## config.mk

```make
export PLATFORM = sky130hd
export DESIGN_NAME = scan_rate_pacer_flat
export DESIGN_NICKNAME = d
export VERILOG_FILES = /design/src/rtl/core/srp_pkg.sv /design/src/rtl/core/srp_if.sv /design/src/rtl/core/srp_alu.sv /design/src/rtl/core/scan_rate_pacer.sv /design/src/flat_wrapper.sv
export SDC_FILE = /design/constraint.sdc
export NUM_CORES = 1
export LEC_CHECK = 0
export ABC_AREA = 1
export BUFFER_PORTS_ARGS = -buffer_cell sky130_fd_sc_hd__buf_4
export CORE_MARGIN = 5
export CORE_UTILIZATION = 40
export CTS_CLUSTER_SIZE = 25
export DETAILED_ROUTE_END_ITERATION = 7
export PLACE_DENSITY = 0.56
export SLEW_MARGIN = 0
export SYNTH_ARGS = -nofsm -noshare
export SYNTH_HDL_FRONTEND = slang
export SYNTH_SLANG_ARGS = --single-unit
```

## constraint.sdc

```tcl
create_clock -name clk -period 13.1 [get_ports clk]
set_input_delay 1.965 -clock clk [delete_from_list [all_inputs] [get_ports clk]]
set_output_delay 1.965 -clock clk [all_outputs]
set_load 0.02 [all_outputs]
```

## src/rtl/core/srp_pkg.sv

```systemverilog
// Package: shared types and constants for the scan rate pacer.
`default_nettype none

package srp_pkg;

	// field and register widths
	localparam int unsigned COUNT_W   = 40;
	localparam int unsigned NOW_W     = 48;
	localparam int unsigned PIDX_W    = 13;
	localparam int unsigned RATE_W    = 20;
	localparam int unsigned SLEEP_W   = 20;
	localparam int unsigned LIMIT_W   = 24;
	localparam int unsigned CFG_W     = 24;
	localparam int unsigned CFG_IDX_W = 2;
	localparam int unsigned ALU_W     = 64;

	// register indexes
	localparam logic [CFG_IDX_W-1:0] CFG_RATE      = 2'd0;
	localparam logic [CFG_IDX_W-1:0] CFG_MIN_SLEEP = 2'd1;
	localparam logic [CFG_IDX_W-1:0] CFG_MAX_SLEEP = 2'd2;
	localparam logic [CFG_IDX_W-1:0] CFG_STREAK    = 2'd3;

	// register reset values
	localparam logic [RATE_W-1:0]  RST_RATE      = 20'd0;
	localparam logic [SLEEP_W-1:0] RST_MIN_SLEEP = 20'd1000;
	localparam logic [SLEEP_W-1:0] RST_MAX_SLEEP = 20'd10000;
	localparam logic [LIMIT_W-1:0] RST_STREAK    = 24'd200000;

	// one million = 15625 * 2^6: multiply by the odd part, then shift
	localparam int unsigned        MUL_STEPS  = 14;
	localparam logic [MUL_STEPS-1:0] MULT_K   = 14'd15625;
	localparam int unsigned        MULT_SHIFT = 6;

	// dividend (count delta * 1e6) is below 2^60
	localparam int unsigned DIV_STEPS = 60;
	localparam int unsigned STEP_W    = 6;

	typedef enum logic [0:0] {
		ALU_ADD,
		ALU_SUB
	} alu_op_t;

	typedef struct packed {
		logic [ALU_W-1:0] sum;
		logic             borrow;
		logic             zero;
	} alu_res_t;

	typedef enum logic [3:0] {
		ST_IDLE,
		ST_INC,
		ST_DELTA,
		ST_MUL,
		ST_DIV,
		ST_ELAP,
		ST_AHEAD,
		ST_MIN,
		ST_MAX,
		ST_STRK,
		ST_LIM,
		ST_OUT
	} state_t;

endpackage

`default_nettype wire

```

## src/rtl/core/srp_if.sv

```systemverilog
// Interfaces: item and result channels of the scan rate pacer.
`default_nettype none

interface srp_item_if;
	logic        valid;
	logic        ready;
	logic [47:0] now_us;
	logic        from_base_worker;
	logic [12:0] partition_index;

	modport source (output valid, output now_us, output from_base_worker,
		output partition_index, input ready);
	modport sink (input valid, input now_us, input from_base_worker,
		input partition_index, output ready);
endinterface

interface srp_result_if;
	logic        valid;
	logic        ready;
	logic [19:0] pause_us;
	logic        add_worker;
	logic        add_all_workers;
	logic [39:0] items_counted;

	modport source (output valid, output pause_us, output add_worker,
		output add_all_workers, output items_counted, input ready);
	modport sink (input valid, input pause_us, input add_worker,
		input add_all_workers, input items_counted, output ready);
endinterface

`default_nettype wire

```

## src/rtl/core/srp_alu.sv

```systemverilog
// Shared 64-bit add/subtract unit with borrow and zero flags.
`default_nettype none

module srp_alu (
	input  wire srp_pkg::alu_op_t             op,
	input  wire logic [srp_pkg::ALU_W-1:0]    a,
	input  wire logic [srp_pkg::ALU_W-1:0]    b,
	output srp_pkg::alu_res_t                 res
);
	import srp_pkg::*;

	logic [ALU_W:0] wide;
	logic [ALU_W-1:0] b_eff;

	// subtract as a + ~b + 1; a missing carry out is a borrow
	always_comb begin
		b_eff = (op == ALU_SUB) ? ~b : b;
		wide = {1'b0, a} + {1'b0, b_eff} + {{ALU_W{1'b0}}, (op == ALU_SUB)};
		res.sum = wide[ALU_W-1:0];
		res.borrow = (op == ALU_SUB) ? ~wide[ALU_W] : 1'b0;
		res.zero = (wide[ALU_W-1:0] == '0);
	end

endmodule

`default_nettype wire

```

## src/rtl/core/scan_rate_pacer.sv

```systemverilog
// Top level: scan rate pacer, sequencer around one shared add/subtract unit.
//
//   channel | dir | handshake     | payload
//   item    | in  | valid / ready | now_us, from_base_worker, partition_index
//   result  | out | valid / ready | pause_us, add_worker, add_all_workers, items_counted
//   cfg     | in  | cfg_we        | cfg_index, cfg_data
//
// A paced item runs 14 shift-add steps for the count delta times one million,
// 60 restoring division steps by the rate, and the compare steps, all through
// the one 64-bit adder. An unpaced item goes from the count increment to the output step.
// Reset clears the count, base point and streak and loads register defaults.
// A result waits in the output register; a stalled result holds the sequencer
// in its last step until the register frees up.
`default_nettype none

module scan_rate_pacer #(
	parameter int PARTITIONS = 4096,
	parameter int TIME_BITS  = 48
) (
	input  wire logic                             clk,
	input  wire logic                             arst_n,
	input  wire logic                             cfg_we,
	input  wire logic [srp_pkg::CFG_IDX_W-1:0]    cfg_index,
	input  wire logic [srp_pkg::CFG_W-1:0]        cfg_data,
	srp_item_if.sink                              item,
	srp_result_if.source                          result
);
	import srp_pkg::*;

	localparam int TW = (TIME_BITS < NOW_W) ? TIME_BITS : NOW_W;
	localparam int PART_W = 17;
	localparam logic [PART_W-1:0] LAST_PART = PART_W'(PARTITIONS - 1);
	localparam logic WIDE_TIME = (TIME_BITS > TW);

	// configuration registers
	logic [RATE_W-1:0]  rate_q;
	logic [SLEEP_W-1:0] min_q;
	logic [SLEEP_W-1:0] max_q;
	logic [LIMIT_W-1:0] limit_q;

	// pacing state
	logic [COUNT_W-1:0] count_q;
	logic [COUNT_W-1:0] base_count_q;
	logic [TW-1:0]      base_time_q;
	logic [TW-1:0]      streak_q;

	// per-item working registers
	logic [TW-1:0]      now_q;
	logic               base_q;
	logic               near_q;
	logic [COUNT_W-1:0] delta_q;
	logic [ALU_W-1:0]   acc_q;
	logic [RATE_W-1:0]  rem_q;
	logic [ALU_W-1:0]   elap_q;
	logic               ge_q;
	logic [ALU_W-1:0]   ahead_q;
	logic [TW-1:0]      diff_q;
	logic               grt_q;
	logic [STEP_W-1:0]  step_q;
	logic [SLEEP_W-1:0] sleep_q;
	logic               add_one_q;
	logic               add_all_q;

	// output register
	logic               out_valid_q;
	logic [SLEEP_W-1:0] out_sleep_q;
	logic               out_one_q;
	logic               out_all_q;
	logic [COUNT_W-1:0] out_count_q;

	state_t state_q, state_d;
	alu_op_t alu_op;
	logic [ALU_W-1:0] alu_a, alu_b;
	alu_res_t alu_res;
	logic item_beat, out_load, streak_hit;

	srp_alu u_alu (
		.op  (alu_op),
		.a   (alu_a),
		.b   (alu_b),
		.res (alu_res)
	);

	assign item.ready = (state_q == ST_IDLE);
	assign item_beat = item.valid && item.ready;
	assign out_load = (state_q == ST_OUT) && (!out_valid_q || result.ready);
	assign streak_hit = grt_q || alu_res.borrow;

	assign result.valid = out_valid_q;
	assign result.pause_us = out_sleep_q;
	assign result.add_worker = out_one_q;
	assign result.add_all_workers = out_all_q;
	assign result.items_counted = out_count_q;

	// state register
	always_ff @(posedge clk or negedge arst_n) begin
		if (!arst_n) begin
			state_q <= ST_IDLE;
		end else begin
			state_q <= state_d;
		end
	end

	// next state and adder operand select
	always_comb begin
		state_d = state_q;
		alu_op = ALU_SUB;
		alu_a = '0;
		alu_b = '0;
		case (state_q)
			ST_IDLE: begin
				if (item_beat) state_d = ST_INC;
			end
			ST_INC: begin
				alu_op = ALU_ADD;
				alu_a = ALU_W'(count_q);
				alu_b = ALU_W'(1);
				state_d = (rate_q == '0) ? ST_OUT : ST_DELTA;
			end
			ST_DELTA: begin
				alu_a = ALU_W'(count_q);
				alu_b = ALU_W'(base_count_q);
				state_d = ST_MUL;
			end
			ST_MUL: begin
				alu_op = ALU_ADD;
				alu_a = {acc_q[ALU_W-2:0], 1'b0};
				alu_b = MULT_K[step_q[3:0]] ? ALU_W'(delta_q) : '0;
				if (step_q == '0) state_d = ST_DIV;
			end
			ST_DIV: begin
				alu_a = ALU_W'({rem_q, acc_q[DIV_STEPS-1]});
				alu_b = ALU_W'(rate_q);
				if (step_q == '0) state_d = ST_ELAP;
			end
			ST_ELAP: begin
				alu_a = ALU_W'(now_q);
				alu_b = ALU_W'(base_time_q);
				state_d = ST_AHEAD;
			end
			ST_AHEAD: begin
				// quotient sits in the low bits, leftover dividend bits above it
				alu_a = ALU_W'(acc_q[DIV_STEPS-1:0]);
				alu_b = elap_q;
				state_d = (ge_q && (alu_res.borrow || alu_res.zero)) ? ST_STRK : ST_MIN;
			end
			ST_MIN: begin
				alu_a = ALU_W'(min_q);
				alu_b = ahead_q;
				state_d = alu_res.borrow ? ST_MAX : ST_STRK;
			end
			ST_MAX: begin
				alu_a = ALU_W'(max_q);
				alu_b = ahead_q;
				state_d = ST_STRK;
			end
			ST_STRK: begin
				alu_a = ALU_W'(now_q);
				alu_b = ALU_W'(streak_q);
				if (base_q && !near_q && (sleep_q == '0) && (streak_q != '0)) begin
					state_d = ST_LIM;
				end else begin
					state_d = ST_OUT;
				end
			end
			ST_LIM: begin
				alu_a = ALU_W'(limit_q);
				alu_b = ALU_W'(diff_q);
				state_d = ST_OUT;
			end
			ST_OUT: begin
				if (out_load) state_d = ST_IDLE;
			end
			default: begin
				state_d = ST_IDLE;
			end
		endcase
	end

	// configuration writes
	always_ff @(posedge clk or negedge arst_n) begin
		if (!arst_n) begin
			rate_q <= RST_RATE;
			min_q <= RST_MIN_SLEEP;
			max_q <= RST_MAX_SLEEP;
			limit_q <= RST_STREAK;
		end else if (cfg_we) begin
			case (cfg_index)
				CFG_RATE: rate_q <= cfg_data[RATE_W-1:0];
				CFG_MIN_SLEEP: min_q <= cfg_data[SLEEP_W-1:0];
				CFG_MAX_SLEEP: max_q <= cfg_data[SLEEP_W-1:0];
				CFG_STREAK: limit_q <= cfg_data[LIMIT_W-1:0];
				default: ;
			endcase
		end
	end

	// pacing state: count, base point, streak
	always_ff @(posedge clk or negedge arst_n) begin
		if (!arst_n) begin
			count_q <= '0;
			base_count_q <= '0;
			base_time_q <= '0;
			streak_q <= '0;
		end else begin
			case (state_q)
				ST_INC: count_q <= alu_res.sum[COUNT_W-1:0];
				ST_MAX: streak_q <= '0;
				ST_STRK: begin
					if (base_q && !near_q && (sleep_q == '0) && (streak_q == '0)) begin
						streak_q <= now_q;
					end
				end
				ST_LIM: begin
					if (streak_hit) begin
						streak_q <= '0;
						base_time_q <= now_q;
						base_count_q <= count_q;
					end
				end
				default: ;
			endcase
		end
	end

	// working registers of the sequencer
	always_ff @(posedge clk) begin
		case (state_q)
			ST_IDLE: begin
				if (item_beat) begin
					now_q <= item.now_us[TW-1:0];
					base_q <= item.from_base_worker;
					near_q <= (PART_W'(item.partition_index) >= LAST_PART);
				end
			end
			ST_INC: begin
				sleep_q <= '0;
				add_one_q <= 1'b0;
				add_all_q <= (rate_q == '0) && base_q && !near_q;
			end
			ST_DELTA: begin
				delta_q <= alu_res.sum[COUNT_W-1:0];
				acc_q <= '0;
				step_q <= STEP_W'(MUL_STEPS - 1);
			end
			ST_MUL: begin
				if (step_q == '0) begin
					acc_q <= alu_res.sum << MULT_SHIFT;
					rem_q <= '0;
					step_q <= STEP_W'(DIV_STEPS - 1);
				end else begin
					acc_q <= alu_res.sum;
					step_q <= step_q - STEP_W'(1);
				end
			end
			ST_DIV: begin
				// restore on borrow, else keep the difference
				if (alu_res.borrow) begin
					rem_q <= {rem_q[RATE_W-2:0], acc_q[DIV_STEPS-1]};
				end else begin
					rem_q <= alu_res.sum[RATE_W-1:0];
				end
				acc_q <= {acc_q[ALU_W-2:0], ~alu_res.borrow};
				step_q <= step_q - STEP_W'(1);
			end
			ST_ELAP: begin
				elap_q <= alu_res.sum;
				ge_q <= ~alu_res.borrow;
			end
			ST_AHEAD: ahead_q <= alu_res.sum;
			ST_MAX: sleep_q <= alu_res.borrow ? max_q : ahead_q[SLEEP_W-1:0];
			ST_STRK: begin
				diff_q <= alu_res.sum[TW-1:0];
				grt_q <= WIDE_TIME && alu_res.borrow;
			end
			ST_LIM: add_one_q <= streak_hit;
			default: ;
		endcase
	end

	// output register: load on finish, drop on a taken beat
	always_ff @(posedge clk or negedge arst_n) begin
		if (!arst_n) begin
			out_valid_q <= 1'b0;
		end else if (out_load) begin
			out_valid_q <= 1'b1;
		end else if (result.ready) begin
			out_valid_q <= 1'b0;
		end
	end

	always_ff @(posedge clk) begin
		if (out_load) begin
			out_sleep_q <= sleep_q;
			out_one_q <= add_one_q;
			out_all_q <= add_all_q;
			out_count_q <= count_q;
		end
	end

`ifndef ASSERT_OFF
	a_div_rem_below_rate: assert property (@(posedge clk) disable iff (!arst_n)
		(state_q == ST_DIV) |-> (rem_q < rate_q))
		else $error("division remainder not below rate");

	a_one_request_kind: assert property (@(posedge clk) disable iff (!arst_n)
		result.valid |-> !(result.add_worker && result.add_all_workers))
		else $error("both worker requests set");

	a_add_worker_no_sleep: assert property (@(posedge clk) disable iff (!arst_n)
		(result.valid && result.add_worker) |-> (result.pause_us == '0))
		else $error("extra worker requested with a sleep");

	a_sleep_capped: assert property (@(posedge clk) disable iff (!arst_n)
		result.valid |-> (result.pause_us <= max_q))
		else $error("sleep above cap");

	a_count_advances: assert property (@(posedge clk) disable iff (!arst_n)
		(state_q == ST_INC) |=> (count_q == $past(count_q) + COUNT_W'(1)))
		else $error("item count did not advance by one");
`endif

endmodule

`default_nettype wire
```

## src/flat_wrapper.sv

```systemverilog
// flat-port wrapper written by rule: the top's interface ports become plain ports
module scan_rate_pacer_flat import srp_pkg::*;
#(
	parameter int PARTITIONS = 4096,
	parameter int TIME_BITS  = 48
)
  (clk, arst_n, cfg_we, cfg_index, cfg_data, item_valid, item_now_us, item_from_base_worker, item_partition_index, item_ready, result_valid, result_pause_us, result_add_worker, result_add_all_workers, result_items_counted, result_ready);
  srp_item_if item_i ();
  srp_result_if result_i ();
  input  wire logic clk;
  input  wire logic arst_n;
  input  wire logic cfg_we;
  input  wire logic [srp_pkg::CFG_IDX_W-1:0] cfg_index;
  input  wire logic [srp_pkg::CFG_W-1:0] cfg_data;
  input wire logic [$bits(item_i.valid)-1:0] item_valid;
  input wire logic [$bits(item_i.now_us)-1:0] item_now_us;
  input wire logic [$bits(item_i.from_base_worker)-1:0] item_from_base_worker;
  input wire logic [$bits(item_i.partition_index)-1:0] item_partition_index;
  output wire logic [$bits(item_i.ready)-1:0] item_ready;
  output wire logic [$bits(result_i.valid)-1:0] result_valid;
  output wire logic [$bits(result_i.pause_us)-1:0] result_pause_us;
  output wire logic [$bits(result_i.add_worker)-1:0] result_add_worker;
  output wire logic [$bits(result_i.add_all_workers)-1:0] result_add_all_workers;
  output wire logic [$bits(result_i.items_counted)-1:0] result_items_counted;
  input wire logic [$bits(result_i.ready)-1:0] result_ready;
  assign item_i.valid = item_valid;
  assign item_i.now_us = item_now_us;
  assign item_i.from_base_worker = item_from_base_worker;
  assign item_i.partition_index = item_partition_index;
  assign item_ready = item_i.ready;
  assign result_valid = result_i.valid;
  assign result_pause_us = result_i.pause_us;
  assign result_add_worker = result_i.add_worker;
  assign result_add_all_workers = result_i.add_all_workers;
  assign result_items_counted = result_i.items_counted;
  assign result_i.ready = result_ready;
  scan_rate_pacer #(.PARTITIONS(PARTITIONS), .TIME_BITS(TIME_BITS)) u_core (.clk(clk), .arst_n(arst_n), .cfg_we(cfg_we), .cfg_index(cfg_index), .cfg_data(cfg_data), .item(item_i), .result(result_i));
endmodule
```

# Yosys cells after proc, flatten, opt, wreduce, memory -nomap -nowiden
# Memories as Yosys holds them, arrays and structs flattened. A register that Yosys moved wholly into a read port is not among the register bits.
# Cells that the tools add are included.
# word_totals
register_bits	705
romBits	16
inputBits	93
out_inout_bits	64
wordCells	129
memories	1
# memory_table
name	depth	word_bits	rd	rd_ports_with_merged_regs	write_ports	line	rtl
(name not given)	16	1	1	1	0	scan_rate_pacer.sv:128	alu_b = MULT_K[step_q[3:0]] ? ALU_W'(delta_q) : '0;
# op_classes
addsub	3
n_lt_le_gt_ge	2
n_eq_ne	20
muxes	32
n_bitwise	3
reduce_logical	40
# ops
op	n
one-hot mux 64 bit (9 select lines)	1
one-hot mux 64 bit (8 select lines)	1
one-hot mux 63 bit (3 select lines)	1
one-hot mux 48 bit (3 select lines)	1
2-to-1 mux 48 bit	2
one-hot mux 20 bit (2 select lines)	2
adder 64 x 64 -> 65 bit	1
adder 65 x 1 -> 65 bit	1
logical NOT 64 bit	1
2-to-1 mux 64 bit	1
NOT 64 bit	1
2-to-1 mux 63 bit	1
2-to-1 mux 20 bit	3
logical NOT 48 bit	1
one-hot mux 4 bit (12 select lines)	1
nonzero test 48 bit	1
logical NOT 20 bit	2
2-to-1 mux 40 bit	1
2-to-1 mux 4 bit	7
one-hot mux 6 bit (3 select lines)	1
equality test 4 x 3 -> 1 bit (second input constant)	4
equality test 4 bit (second input constant)	4
AND reduction 2 bit	7
>= comparator 13 x 12 -> 1 bit (second input constant)	1
other kinds (23)	53

# Longest topological paths before layout
# depth
ltp_word	14
depth_mapped	38
depth_no_buf	38

# Modules after synthesis
# A second synthesis with hierarchy kept.
# hier_totals
hier_cells	4214
area_unflattened_um2	36476.2
# modules_own_cells
module	instances	cells_each	area_each_um2	seq_area_each_um2
scan_rate_pacer	1	2795	29689.7	19885.3
srp_alu	1	1419	6786.5	0.0

# Worst setup path before layout
# No wires, ideal clock.
# synth_timing
path_kind	register -> register
from	reg u_core.state_q[3]
to	reg u_core.streak_q[38]
setup_time_ps	83
t_arrival_ps	5916
required_time_ps	13017
setup_slack_ps	7101
stages_incl_launch_ff	28
path_buffers	6
period_less_slack_ps	5999
cell_sequence	dfrtp_1 inv_1 nand2_1 nor2_1 clkbuf_1 clkbuf_1 buf_1 nand2_1 nand3_1 ha_1 a21o_1 nand2_1 nand2_1 o21bai_1 nor2_1 nand2_1 nand2_1 nand2_1 nand2_1 nand2_1 nand3_1 nand2_1 buf_2 a21oi_1 buf_2 buf_2 nand3_1 o21ai_0
# synth_via
elab_chain_len	11
word_cells_on_any_way	28
classes_between	add/sub: 2; eq/ne: 12; mux: 6; bitwise: 2; reduce/logical: 6
# synth_lines
element	line	rtl
start: declaration	scan_rate_pacer.sv:71	state_t state_q, state_d;
start signal: assignment	scan_rate_pacer.sv:100	state_q <= state_d;
equality test 4 x 3 -> 1 bit or equality test 4 bit (tied branches)	scan_rate_pacer.sv:110, scan_rate_pacer.sv:206	
OR reduction 2 bit (no line)	-	
one-hot mux 64 bit (9 select lines)	scan_rate_pacer.sv:110	case (state_q)
NOT 64 bit	srp_alu.sv:17	b_eff = (op == ALU_SUB) ? ~b : b;
2-to-1 mux 64 bit	srp_alu.sv:17	
adder 64 x 64 -> 65 bit	srp_alu.sv:18	wide = {1'b0, a} + {1'b0, b_eff} + {{ALU_W{1'b0}}, (op == ALU_SUB)};
adder 65 x 1 -> 65 bit	srp_alu.sv:18	
NOT 1 bit	srp_alu.sv:20	res.borrow = (op == ALU_SUB) ? ~wide[ALU_W] : 1'b0;
2-to-1 mux 1 bit	srp_alu.sv:20	
!= test 2 x 1 -> 1 bit (no line)	-	
AND reduction 3 bit (no line)	-	
end signal: assignment	scan_rate_pacer.sv:211	streak_q <= now_q;
end: declaration	scan_rate_pacer.sv:45	logic [TW-1:0] streak_q;
# Several ways; a longest one is shown, not always the timed one.
# A chain may end at the register's enable or synchronous reset.

# Final worst setup path
# layout_timing
from	reg u_core.state_q[3]
to	reg u_core.base_time_q[37]
# layout_via
elab_chain_len	10
word_cells_on_any_way	24
classes_between	add/sub: 2; eq/ne: 10; mux: 5; bitwise: 2; reduce/logical: 5
# layout_lines
element	line	rtl
equality test 4 x 3 -> 1 bit or equality test 4 bit (tied branches)	scan_rate_pacer.sv:110	
OR reduction 2 bit (no line)	-	
one-hot mux 64 bit (9 select lines)	scan_rate_pacer.sv:110	
NOT 64 bit	srp_alu.sv:17	
2-to-1 mux 64 bit	srp_alu.sv:17	
adder 64 x 64 -> 65 bit	srp_alu.sv:18	
adder 65 x 1 -> 65 bit	srp_alu.sv:18	
NOT 1 bit	srp_alu.sv:20	
2-to-1 mux 1 bit	srp_alu.sv:20	
AND reduction 2 bit (no line) (*)	-	
end signal: assignment	scan_rate_pacer.sv:217	base_time_q <= now_q;
end: declaration	scan_rate_pacer.sv:44	logic [TW-1:0] base_time_q;
# Mark *: on every way between the ends. The rest lies on a longest branch, timed or not.

==> flow_metrics.tcl <==
set metrics [dict create \
    crit_buf_inv 7 \
    cts.sinks 706 \
    crit_type "register to register" \
    clk_latency_ns 0.65 \
    routabilityCongestion 0.955 \
    cts_setup_buffers 0 \
    viasPerCell 5.75 \
    finalSetupViolCount 0 \
    layout.nets 4072 \
    async_flop_share 0.375 \
    startpoint "u_core.state_q[3]" \
    synth_ff_type "edfxtp_1" \
    area_growth_pct 14.4 \
    rows 108 \
    max_stage_delay_ns 0.79 \
    synth_top_area_frac 0.379 \
    initial_core_util 0.402 \
    status "complete, no violations" \
    synth_nets 3949 \
    worstPathMaxFanout 77 \
    cts_max_level 3 \
    path_clk_slew_ns 0.06 \
    synthTopCellsByArea "edfxtp_1 (38%), dfrtp_1 (18%), nand2_1 (11%)" \
    die_w_um 305 \
    relSlewSlack 0.179 \
    firstDrtPassIters 6 \
    critPathSlowestCell "a221oi_1" \
    ant_nets 0 \
    yosysSeqAreaShare 0.571 \
    multi_input_area_um2 12700 \
    setup_slack_ns 5.67 \
    cts-root-buf "clkbuf_16" \
    antenna_found_initial 5 \
    cts_resized 0 \
    synth_edf_count 440 \
    synthDistinctLibCells 51 \
    routed_wl_um 131000 \
    min_period_ns 7.43 \
    fin_skew_ns 0.0349 \
    grt_max_degree 88 \
    io_buffers 156 \
    pre_cts_slack_ns 5.71 \
    arrival_ns 7.89 \
    synthCells 3790 \
    ios 157 \
    final_layout_size_suffix_gt1_frac 0.101 \
    hpwlAfterDp_um 92800 \
    slew_viol_final 0 \
    n_fill_cell 8349 \
    wl_per_cell_um 25.6 \
    max_freq_mhz 135 \
    period_share 0.567 \
    cts_tree "done" \
    worstHoldStart "u_core.add_one_q" \
    cts_buffers 79 \
    hold_path.class "register to register" \
    grt_usage 0.273 \
    grt_first_pass_wirelength_um 192000 \
    path_delay_family "buffers and inverters" \
    grt_pass1_vias 28000 \
    drt_first_iter_violations 3570 \
    crit_required_ns 13.56 \
    postCtsHoldBufs 0 \
    synth_area_um2 34800 \
    yosysWarningCount 0 \
    die_area_um2 93100 \
    maxCapViolations 0 \
    synth_area_per_cell_um2 9.19 \
    synth_seq_cells 706 \
    crit_path_start_kind "register" \
    num_antenna_cells 0 \
    final-seq-area_um2 19900 \
    fin_setup_tns_ns 0 \
    num_vias 29500 \
    remaining_drc_errors 0 \
    core_um2 86600 \
    clk_path_buf_depth 3 \
    yosysTopAreaCell "edfxtp_1" \
    crit_top_cell "nand2_1" \
    die_y_um 305 \
    grt.overflow.total 0 \
    final_hold_viol_count 0 \
    whs_ns 0.419 \
    endpoint_kind "register" \
    r2r-start "u_core.state_q[3]" \
    tightest_slew_ns 1.23 \
    rsz0062_at_grt "no" \
]
## worst register-to-register path, delay by kind of cell, from the launching register on
kind,cells,cell delay [ns]
and+or+nand+nor,17,2.31
DFF,1,0.39
adders and majority gates,1,0.56
buffers and inverters,7,2.74
AOI/OAI and AO/OA,3,1.23
## cell families after synthesis
kind of cell / after synthesis / share of synthesized area
AO/OA/AOI/OAI: 806 / 0.146
multiplexers: 4 / 0.00129
buffers and inverters: 624 / 0.0676
XOR/XNOR: 21 / 0.00550
AND/OR/NAND/NOR: 1563 / 0.185
adder cells (fa/ha/maj): 66 / 0.0239
flip-flops: 706 / 0.571
## Yosys cell counts (25+ instances only)
master,instances
clkbuf_1,130
a221oi_1,47
edfxtp_1,440
o21ai_0,341
ha_1,65
a21oi_1,126
nor4_1,26
nand4_1,30
inv_1,452
nand3_1,197
o221ai_1,54
nand2_1,1039
buf_1,25
o22ai_1,27
o211ai_1,27
a22oi_1,52
nor2_1,199
dfrtp_1,248
## flip-flops by register name (all words and copies together), names as in the netlist, 20 cells and up, named ones only
| register | count |
|---|---|
| u_core.acc_q | 63 |
| u_core.ahead_q | 64 |
| u_core.base_count_q | 40 |
| u_core.base_time_q | 48 |
| u_core.count_q | 40 |
| u_core.delta_q | 40 |
| u_core.diff_q | 48 |
| u_core.elap_q | 64 |
| u_core.limit_q | 24 |
| u_core.max_q | 20 |
| u_core.min_q | 20 |
| u_core.now_q | 48 |
| u_core.rate_q | 20 |
| u_core.rem_q | 20 |
| u_core.result.items_counted | 40 |
| u_core.result.pause_us | 20 |
| u_core.sleep_q | 20 |
| u_core.streak_q | 48 |
## final timing paths
path | endpoint | slack (ns) | cells after the start
worst max-delay path | u_core.base_time_q[37] | 5.67 | 28
worst min-delay path | u_core.result.add_worker | 0.42 | 0
worst max register to register | u_core.base_time_q[37] | 5.67 | 28
worst min register to register | u_core.result.add_worker | 0.42 | 0
max in group asynchronous | u_core.base_count_q[21] | 9.47 | 3
min in group asynchronous | u_core.rate_q[12] | 1.36 | 1
## cells in the final DEF (no fill, tap or decap), types with 11 or more instances in the layout
cell / instances
o221ai_1: 54
a221oi_1: 47
ha_1: 65
edfxtp_1: 440
nand3b_1: 21
clkinv_2: 12
o211ai_1: 27
o22ai_1: 27
o41ai_1: 17
nand2_2: 25
dfstp_2: 17
nand4_1: 30
dfrtp_1: 248
a21oi_1: 125
o21ai_0: 341
buf_4: 205
nor3_1: 16
nor4_1: 26
clkbuf_1: 23
nand3_1: 196
o2111ai_1: 24
a22o_1: 18
inv_1: 450
a22oi_1: 52
xor2_1: 17
clkbuf_16: 79
nor2_1: 191
nand2_1: 1035
clkbuf_8: 14
a31oi_1: 11
## per-stage QoR
stage,utilization,cell area (µm²),instances
after detailed placement,0.431,37300,4987
after global placement,0.431,37300,4987
after floorplan,-,34800,3790
after CTS,0.460,39900,5132
after global routing,0.460,39900,5132
final,0.460,39900,5132
## layer usage
layer,global-route usage,share of wire,up-vias
li1,-,-,13300
met1,0.403,0.43,14400
met2,0.418,0.44,1545
met3,0.0518,0.098,228
met4,0.0730,0.028,2
met5,0,0.000099,-
## layout make-up
cell class | instances | area share
clock buffers | 116 | 0.0566
clock inverters | 29 | 0.00760
inverters | 460 | 0.0434
multi-input cells | 2460 | 0.318
flip-flops and latches | 706 | 0.499
well taps | 1155 | 0.0363
repair buffers | 206 | 0.0390
Power is not shown: default switching activity piles up to over one toggle a cycle in this logic, so the estimate is an artifact.
